<file path="src/rtl/wdm_pkg.sv">
// Shared types and constants for the wheel drive watchdog model.
// Used by the control, lane, merge and top-level modules; depends on nothing.
package wdm_pkg;

	localparam int WHEELS    = 4;
	localparam int WIDX_W    = (WHEELS > 1) ? $clog2(WHEELS) : 1;
	localparam int CMD_PORTS = 4;
	localparam int VEL_W     = 32;
	localparam int POS_W     = 48;
	localparam int NS_W      = 32;
	localparam int AGE_W     = 34;
	localparam int CNT_W     = 17;
	localparam int TMO_W     = 32;
	localparam int CFG_W     = 32;

	localparam logic [AGE_W-1:0] AGE_MAX     = {AGE_W{1'b1}};
	localparam logic [CNT_W-1:0] CNT_MAX     = {CNT_W{1'b1}};
	localparam logic [TMO_W-1:0] TIMEOUT_RST = 32'd100000000;
	localparam logic [CNT_W-1:0] LOSS_RST    = {CNT_W{1'b1}};

	// Rounding offset, divisor and 2^63 / divisor for the integration step.
	localparam logic [28:0] HALF_SEC = 29'd500000000;
	localparam logic [29:0] NS_PER_S = 30'd1000000000;
	localparam logic [33:0] RECIP    = 34'd9223372036;

	typedef enum logic [2:0] {
		ACT_CONNECT    = 3'd0,
		ACT_DISCONNECT = 3'd1,
		ACT_READ       = 3'd2,
		ACT_WRITE      = 3'd3,
		ACT_ENABLE     = 3'd4,
		ACT_STOP       = 3'd5,
		ACT_ADVANCE    = 3'd6
	} wdm_action_t;

	typedef enum logic {
		CFG_TIMEOUT = 1'b0,
		CFG_LOSS    = 1'b1
	} wdm_cfg_idx_t;

	typedef struct packed {
		logic link_ok;
		logic out_en;
		logic f_link;
		logic f_bad;
		logic f_time;
	} wdm_status_t;

	typedef struct packed {
		logic                              ok;
		logic                              rd;
		wdm_status_t                       st;
		logic [WHEELS-1:0][VEL_W-1:0]      speed;
	} wdm_item_t;

	typedef struct packed {
		logic integ;
		logic clr;
		logic neg;
	} wdm_lane_flags_t;

	typedef struct packed {
		wdm_lane_flags_t   flg;
		logic [VEL_W-1:0]  mag;
		logic [NS_W-1:0]   ns;
	} wdm_lane_req_t;

endpackage

</file>
<file path="src/rtl/wdm_ctrl.sv">
// Scalar drive state, configuration registers and the request pipeline
// that runs alongside the wheel lanes. Depends on wdm_pkg.
module wdm_ctrl (
	input  logic                                         clk,
	input  logic                                         arst_n,
	input  logic                                         in_valid,
	output logic                                         in_ready,
	input  logic [2:0]                                   action,
	input  logic [wdm_pkg::VEL_W-1:0]                    cmd_vel_0,
	input  logic [wdm_pkg::VEL_W-1:0]                    cmd_vel_1,
	input  logic [wdm_pkg::VEL_W-1:0]                    cmd_vel_2,
	input  logic [wdm_pkg::VEL_W-1:0]                    cmd_vel_3,
	input  logic                                         command_not_finite,
	input  logic                                         enable_request,
	input  logic [wdm_pkg::NS_W-1:0]                     elapsed_ns,
	input  logic                                         cfg_valid,
	output logic                                         cfg_ready,
	input  logic                                         cfg_index,
	input  logic [wdm_pkg::CFG_W-1:0]                    cfg_data,
	input  logic                                         take,
	output logic                                         adv,
	output wdm_pkg::wdm_lane_req_t [wdm_pkg::WHEELS-1:0] lane_req,
	output logic                                         fin_valid,
	output wdm_pkg::wdm_item_t                           fin_item
);
	import wdm_pkg::*;

	logic                          link_q, en_q;
	logic [WHEELS-1:0][VEL_W-1:0]  held_q, speed_q;
	logic [AGE_W-1:0]              age_q;
	logic [CNT_W-1:0]              cnt_q;
	wdm_status_t                   st_q;
	logic [TMO_W-1:0]              timeout_q;
	logic [CNT_W-1:0]              loss_q;

	logic                          v_s1, v_s2, v_s3, v_s4, v_s5, v_s6;
	wdm_item_t                     item_s1, item_s2, item_s3, item_s4, item_s5, item_s6;

	logic                          link_n, en_n;
	logic [WHEELS-1:0][VEL_W-1:0]  held_n, speed_n;
	logic [AGE_W-1:0]              age_n, age_sat;
	logic [AGE_W:0]                age_sum;
	logic [CNT_W-1:0]              cnt_n;
	wdm_status_t                   st_n;
	wdm_item_t                     item_n;
	logic                          ok, rd, integ, clr, do_time, late, acc;
	logic [CMD_PORTS-1:0][VEL_W-1:0] cmd_in;

	assign cfg_ready = 1'b1;
	assign adv       = !v_s6 || take;
	assign in_ready  = adv;
	assign acc       = in_valid && adv;
	assign cmd_in    = {cmd_vel_3, cmd_vel_2, cmd_vel_1, cmd_vel_0};

	always_comb begin
		link_n  = link_q;
		en_n    = en_q;
		held_n  = held_q;
		speed_n = speed_q;
		age_n   = age_q;
		cnt_n   = cnt_q;
		st_n    = st_q;
		ok      = 1'b0;
		rd      = 1'b0;
		clr     = 1'b0;
		integ   = 1'b0;
		do_time = 1'b0;
		age_sum = {1'b0, age_q} + (AGE_W+1)'(elapsed_ns);
		age_sat = age_sum[AGE_W] ? AGE_MAX : age_sum[AGE_W-1:0];
		late    = age_sat > AGE_W'(timeout_q);
		case (action)
			ACT_CONNECT: begin
				if (timeout_q == '0) begin
					st_n.f_bad = 1'b1;
				end else begin
					held_n    = '0;
					speed_n   = '0;
					clr       = 1'b1;
					st_n      = '0;
					age_n     = AGE_W'(timeout_q);
					cnt_n     = '0;
					link_n    = 1'b1;
					en_n      = 1'b0;
					st_n.link_ok = 1'b1;
					ok        = 1'b1;
				end
			end
			ACT_DISCONNECT: begin
				en_n         = 1'b0;
				speed_n      = '0;
				st_n.out_en  = 1'b0;
				link_n       = 1'b0;
				st_n.link_ok = 1'b0;
				ok           = 1'b1;
			end
			ACT_READ: begin
				rd = 1'b1;
				if (!link_q) begin
					st_n.f_link = 1'b1;
				end else if (!loss_q[CNT_W-1] && cnt_q >= loss_q) begin
					// The simulated link drops once the read budget is spent.
					en_n         = 1'b0;
					speed_n      = '0;
					st_n.out_en  = 1'b0;
					link_n       = 1'b0;
					st_n.link_ok = 1'b0;
					st_n.f_link  = 1'b1;
				end else begin
					do_time = 1'b1;
					if (cnt_q != CNT_MAX) begin
						cnt_n = cnt_q + 1'b1;
					end
					ok = 1'b1;
				end
			end
			ACT_WRITE: begin
				if (!link_q) begin
					st_n.f_link = 1'b1;
				end else if (command_not_finite) begin
					st_n.f_bad  = 1'b1;
					speed_n     = '0;
					st_n.out_en = en_q;
				end else begin
					age_n       = '0;
					st_n.f_time = 1'b0;
					if (en_q) begin
						for (int w = 0; w < WHEELS; w++) begin
							held_n[w] = (w < CMD_PORTS) ? cmd_in[w % CMD_PORTS] : '0;
						end
					end else begin
						held_n      = '0;
						speed_n     = '0;
						st_n.out_en = 1'b0;
					end
					ok = 1'b1;
				end
			end
			ACT_ENABLE: begin
				if (!link_q) begin
					st_n.f_link = 1'b1;
				end else begin
					en_n        = enable_request;
					st_n.out_en = enable_request;
					if (!enable_request) begin
						held_n  = '0;
						speed_n = '0;
					end
					ok = 1'b1;
				end
			end
			ACT_STOP: begin
				if (!link_q) begin
					st_n.f_link = 1'b1;
				end else begin
					held_n      = '0;
					speed_n     = '0;
					st_n.out_en = en_q;
					ok          = 1'b1;
				end
			end
			ACT_ADVANCE: begin
				do_time = link_q && (elapsed_ns != '0);
				ok      = 1'b1;
			end
			default: begin
			end
		endcase
		// Elapsed time ages the command and either stops or moves the wheels.
		if (do_time) begin
			age_n       = age_sat;
			st_n.f_time = late;
			if (!en_q || late) begin
				speed_n     = '0;
				st_n.out_en = en_q;
			end else begin
				speed_n      = held_q;
				integ        = 1'b1;
				st_n.link_ok = 1'b1;
				st_n.out_en  = 1'b1;
			end
		end
		item_n.ok    = ok;
		item_n.rd    = rd;
		item_n.st    = st_n;
		item_n.speed = speed_n;
	end

	always_comb begin
		for (int w = 0; w < WHEELS; w++) begin
			lane_req[w].flg.integ = acc && integ;
			lane_req[w].flg.clr   = acc && clr;
			lane_req[w].flg.neg   = held_q[w][VEL_W-1];
			lane_req[w].mag       = held_q[w][VEL_W-1] ? (~held_q[w] + 1'b1) : held_q[w];
			lane_req[w].ns        = elapsed_ns;
		end
	end

	always_ff @(posedge clk or negedge arst_n) begin
		if (!arst_n) begin
			timeout_q <= TIMEOUT_RST;
			loss_q    <= LOSS_RST;
		end else if (cfg_valid && cfg_ready) begin
			case (wdm_cfg_idx_t'(cfg_index))
				CFG_TIMEOUT: timeout_q <= cfg_data[TMO_W-1:0];
				CFG_LOSS:    loss_q    <= cfg_data[CNT_W-1:0];
				default: begin
				end
			endcase
		end
	end

	always_ff @(posedge clk or negedge arst_n) begin
		if (!arst_n) begin
			link_q  <= 1'b0;
			en_q    <= 1'b0;
			held_q  <= '0;
			speed_q <= '0;
			age_q   <= '0;
			cnt_q   <= '0;
			st_q    <= '0;
		end else if (acc) begin
			link_q  <= link_n;
			en_q    <= en_n;
			held_q  <= held_n;
			speed_q <= speed_n;
			age_q   <= age_n;
			cnt_q   <= cnt_n;
			st_q    <= st_n;
		end
	end

	always_ff @(posedge clk or negedge arst_n) begin
		if (!arst_n) begin
			v_s1 <= 1'b0;
			v_s2 <= 1'b0;
			v_s3 <= 1'b0;
			v_s4 <= 1'b0;
			v_s5 <= 1'b0;
			v_s6 <= 1'b0;
		end else if (adv) begin
			v_s1 <= acc;
			v_s2 <= v_s1;
			v_s3 <= v_s2;
			v_s4 <= v_s3;
			v_s5 <= v_s4;
			v_s6 <= v_s5;
		end
	end

	always_ff @(posedge clk) begin
		if (adv) begin
			item_s1 <= item_n;
			item_s2 <= item_s1;
			item_s3 <= item_s2;
			item_s4 <= item_s3;
			item_s5 <= item_s4;
			item_s6 <= item_s5;
		end
	end

	assign fin_valid = v_s6;
	assign fin_item  = item_s6;

endmodule

</file>
<file path="config.mk">
export PLATFORM = sky130hd
export DESIGN_NAME = wdm_ctrl
export DESIGN_NICKNAME = d
export VERILOG_FILES = /design/src/rtl/wdm_pkg.sv /design/src/rtl/wdm_ctrl.sv
export SDC_FILE = /design/constraint.sdc
export NUM_CORES = 2
export LEC_CHECK = 0
export BUFFER_PORTS_ARGS = -buffer_cell sky130_fd_sc_hd__buf_4
export CAP_MARGIN = 5
export CORE_UTILIZATION = 58
export CTS_CLUSTER_SIZE = 16
export DETAILED_ROUTE_END_ITERATION = 6
export PLACE_DENSITY = 0.82
export SLEW_MARGIN = 20
export SYNTH_ARGS = -nofsm -noshare
export SYNTH_HDL_FRONTEND = slang
export SYNTH_SLANG_ARGS = --single-unit
export TNS_END_PERCENT = 50
</file>
<file path="constraint.sdc">
create_clock -name clk -period 37.8 [get_ports clk]
set_clock_uncertainty 0.15 [all_clocks]
set_input_delay 3.78 -clock clk [delete_from_list [all_inputs] [get_ports clk]]
set_output_delay 3.78 -clock clk [all_outputs]
set_load 0.005 [all_outputs]
</file>
==> flow_summary.yaml <==
floorplan:
  rows: 104
  die_height_microns: 287
  core_sq_um: 80500
  boundaryPins: 610
  die_w_microns: 287
  start_util_pct: 58.7
  dieArea_sq_um: 82600
clocking:
  cts_tree: "built"
  path_clk_slew_ns: 0.06
  htreeDepth: 3
  clockBufferDepth: 3
  cts_resized: 0
  clock_sink_count: 1179
  hold_buffers: 0
  root_buffer: "clkbuf_16"
  cts_setup_buffers: 0
  clk_latency_ns: 0.68
  numCtsBuffers: 112
critical_path:
  arrival_ns: 9.18
  startpoint_type: "primary input"
  cp_data_required_time_ns: 33.87
  worstPathMaxFanout: 57
  cpMostUsedCell: "buf_4"
  reg2reg_to: "speed_q[7]"
  r2r_slack_ns: 30.81
  slowest_delay_ns: 0.64
  end_kind: "primary output"
  cp_num_buf_inv: 4
  crit_chain: "buf_4, ha_1, inv_1, fa_1, and2b_1, o2111ai_1, a21oi_1, o211ai_2, a2111oi_4, o211a_1, or2_2, ha_1, a21o_1, a21o_1, a211oi_1, o21ai_0, a211oi_1, nor3_1, a21oi_2, and4_4, buf_4, buf_4"
  critical_path.top_delay_family: "compound AO/OA/AOI/OAI gates"
  ff2ff_path_depth: 22
  r2r_start: "age_q[0]"
  path_class: "in -> out"
  crit_slowest_cell: "buf_4"
timing:
  finalSetupViolations: 0
  max_freq_mhz: 76.3
  hold_violations: 0
  slew_headroom_pct: 26.7
  fin_crit_sh_pct: 34.7
  fin_setup_tns_ns: 0
  min_period_ns: 13.11
  rsz0062_at_grt: "no"
  worst_slew_pin_slew_ns: 1.10
  drv_slew: 0
route:
  drc: 0
  drt-pass1-iter-count: 7
  drt_wl_total_microns: 109000
  dr_total_vias: 28800
  vias_per_cell: 5.82
  postRouteAntennaNets: 0
  dr.first_iter.drc_count: 2525
  wl_per_cell_microns: 22.0
place:
  io_buffer_count: 608
  gp_congestion: 0.886
  place_inst: 4738
  dpl.hpwl_microns: 69400
min_path:
  min-delay-start: "item_s4[132]"
  hp-class: "reg -> reg"
  min_path_cells: 0
  hold_end: "item_s5[132]"
layout:
  synthToLayoutAreaGrowth_pct: 17.4
  n_fill_cell: 5273
  final_core_util_pct: 68.8
  nNetsFinal: 4086
  fin_cells: 4956
  drive_gt1_share_pct: 23.4
synthesis:
  syn_area_per_cell_sq_um: 14.0
  synth_seq_cells: 1179
  yosysTopAreaCellShare_pct: 51.5
  synth_nets: 3671
  synthDistinctLibCells: 78
  synthTopCellsByArea: "edfxtp_1 51%, dfrtp_1 18%, a22o_1 4.8%, nand2_1 3.7%, o21ai_0 2.6%"
  synthArstFlopShare_pct: 31.3
  yosysSeqAreaShare_pct: 71.1
  synthFlopType: "edfxtp_1"
  synthCells: 3380
  synth-edff-count: 810
  yosysTopAreaCell: "edfxtp_1"
  syn_area_sq_um: 47300
  ys_warn_count: 0
outcome:
  outcome: "completed"
power_and_ir_drop:
  power_density_nw_per_um2: 75.7
  power.static_leakage_nw: 23.3
  peakVddDrop_mv: 0.0458
run:
  cap_violations: 0
grt:
  grtUsageMet2_pct: 42.6
  grt_usage_pct: 26.0
  grtUsageMet1_pct: 34.0
  antenna_found_initial: 7
  grt_pass1_wl_microns: 164000
  grt_overflow: 0
  grt_pass1_vias: 28200
  grt_max_degree: 257
  busiest_layer: "met2"
  grtUsageMet3_pct: 5.74
-- metal layers --
layer	vias to the layer above	wire length, microns
li1	13100	-
met3	234	7990
met5	-	75
met4	12	4210
met1	14300	43200
met2	1185	53500
-- Yosys cell counts (all sizes together) (4+ instances only) --
cell and n:
a31oi 30, ha 87, nor3 21, nand4 20, nand2b 23, a21boi 4, a21oi 64, mux2 23
o21a 5, a22o 259, dfrtp 340, o31ai 34, o21ai 256, inv 79, xor2 18, or4 18
a211oi 6, a221oi 4, clkbuf 147, o211ai 10, a21o 25, and2 6, or2 14, nand2 461
nor2b 8, dfstp 29, nor4 32, and3 18, or3 18, o41ai 14, edfxtp 810, nand3 37
xnor2 138, nor2 83, buf 192, a221o 6, o21bai 4
-- sequential cells by signal, summed over array words and instances, names as in the netlist, 5 cells and up --
| register | cells |
|---|---|
| age_q | 34 |
| cnt_q | 17 |
| fin_item | 135 |
| held_q | 124 |
| item_s1 | 135 |
| item_s2 | 135 |
| item_s3 | 135 |
| item_s4 | 135 |
| item_s5 | 135 |
| loss_q | 17 |
| speed_q | 128 |
| st_q | 5 |
| timeout_q | 32 |
-- worst max-delay path by stage --
stage	slack [ns]	start	end	cells after the start
finish	24.69	elapsed_ns[0]	lane_req[66]	22
global route	24.26	elapsed_ns[0]	lane_req[66]	22
CTS	24.65	elapsed_ns[0]	lane_req[66]	22
detailed placement	24.67	elapsed_ns[0]	lane_req[66]	22
global placement	24.77	elapsed_ns[0]	lane_req[66]	22
floorplan	8.63	take	lane_req[132]	8
-- logic make-up after synthesis --
| group | Yosys count | share of synthesized area (%) |
|---|---|---|
| buffers and inverters | 420 | 4.84 |
| AND/OR/NAND/NOR | 770 | 7.30 |
| other | 1 | 0.00794 |
| AO/OA/AOI/OAI | 743 | 11.0 |
| adder cells (fa/ha/maj) | 88 | 2.35 |
| flip-flops | 1179 | 71.1 |
| XOR/XNOR | 156 | 2.89 |
| multiplexers | 23 | 0.548 |
-- final cells by class --
type | count | area, sq um | share of cell area, %
flip-flops and latches | 1179 | 33600 | 60.6
multi-input cells | 1781 | 11400 | 20.6
repair buffers | 641 | 4930 | 8.88
clock buffers | 159 | 3230 | 5.82
well taps | 1060 | 1330 | 2.39
clock inverters | 54 | 622 | 1.12
inverters | 80 | 308 | 0.555
diodes | 2 | 5.00 | 0.00903
-- report_power, final --
part / switching [mW] / internal, mW / leakage [nW]
Sequential: 0.186 / 1.98 / 13.6
Clock: 0.485 / 0.655 / 1.86
Combinational: 0.538 / 0.356 / 7.81
Total: 1.21 / 2.99 / 23.3
-- cell usage in the layout, fill, tap and decap left out, types with 18 or more instances in the layout --
cell type,instances
a21oi_1,60
nand3_1,37
nor4_1,32
nand2_1,461
ha_1,87
dfstp_2,29
clkbuf_1,22
dfrtp_1,339
nand4_1,20
a31oi_1,30
o31ai_1,32
clkbuf_8,25
clkbuf_16,112
inv_1,78
buf_4,632
nor3_1,20
o21ai_0,246
nor2_1,82
xor2_1,18
edfxtp_1,810
nand2b_1,22
xnor2_1,138
mux2_2,23
a21o_1,25
a22o_1,259
-- stage by stage --
| stage | setup slack (ns) | hold slack (ns) | total power [mW] | cell area, sq um |
|---|---|---|---|---|
| after floorplan | 8.63 | 0.250 | 2.80 | 47300 |
| after global placement | 24.77 | 0.250 | 3.03 | 51500 |
| after detailed placement | 24.67 | 0.255 | 3.07 | 51500 |
| after CTS | 24.65 | 0.198 | 4.22 | 55400 |
| after global routing | 24.26 | 0.210 | 4.40 | 55400 |
| final | 24.69 | 0.214 | 4.20 | 55500 |
No activity file was read; power rests on OpenSTA's default activity.
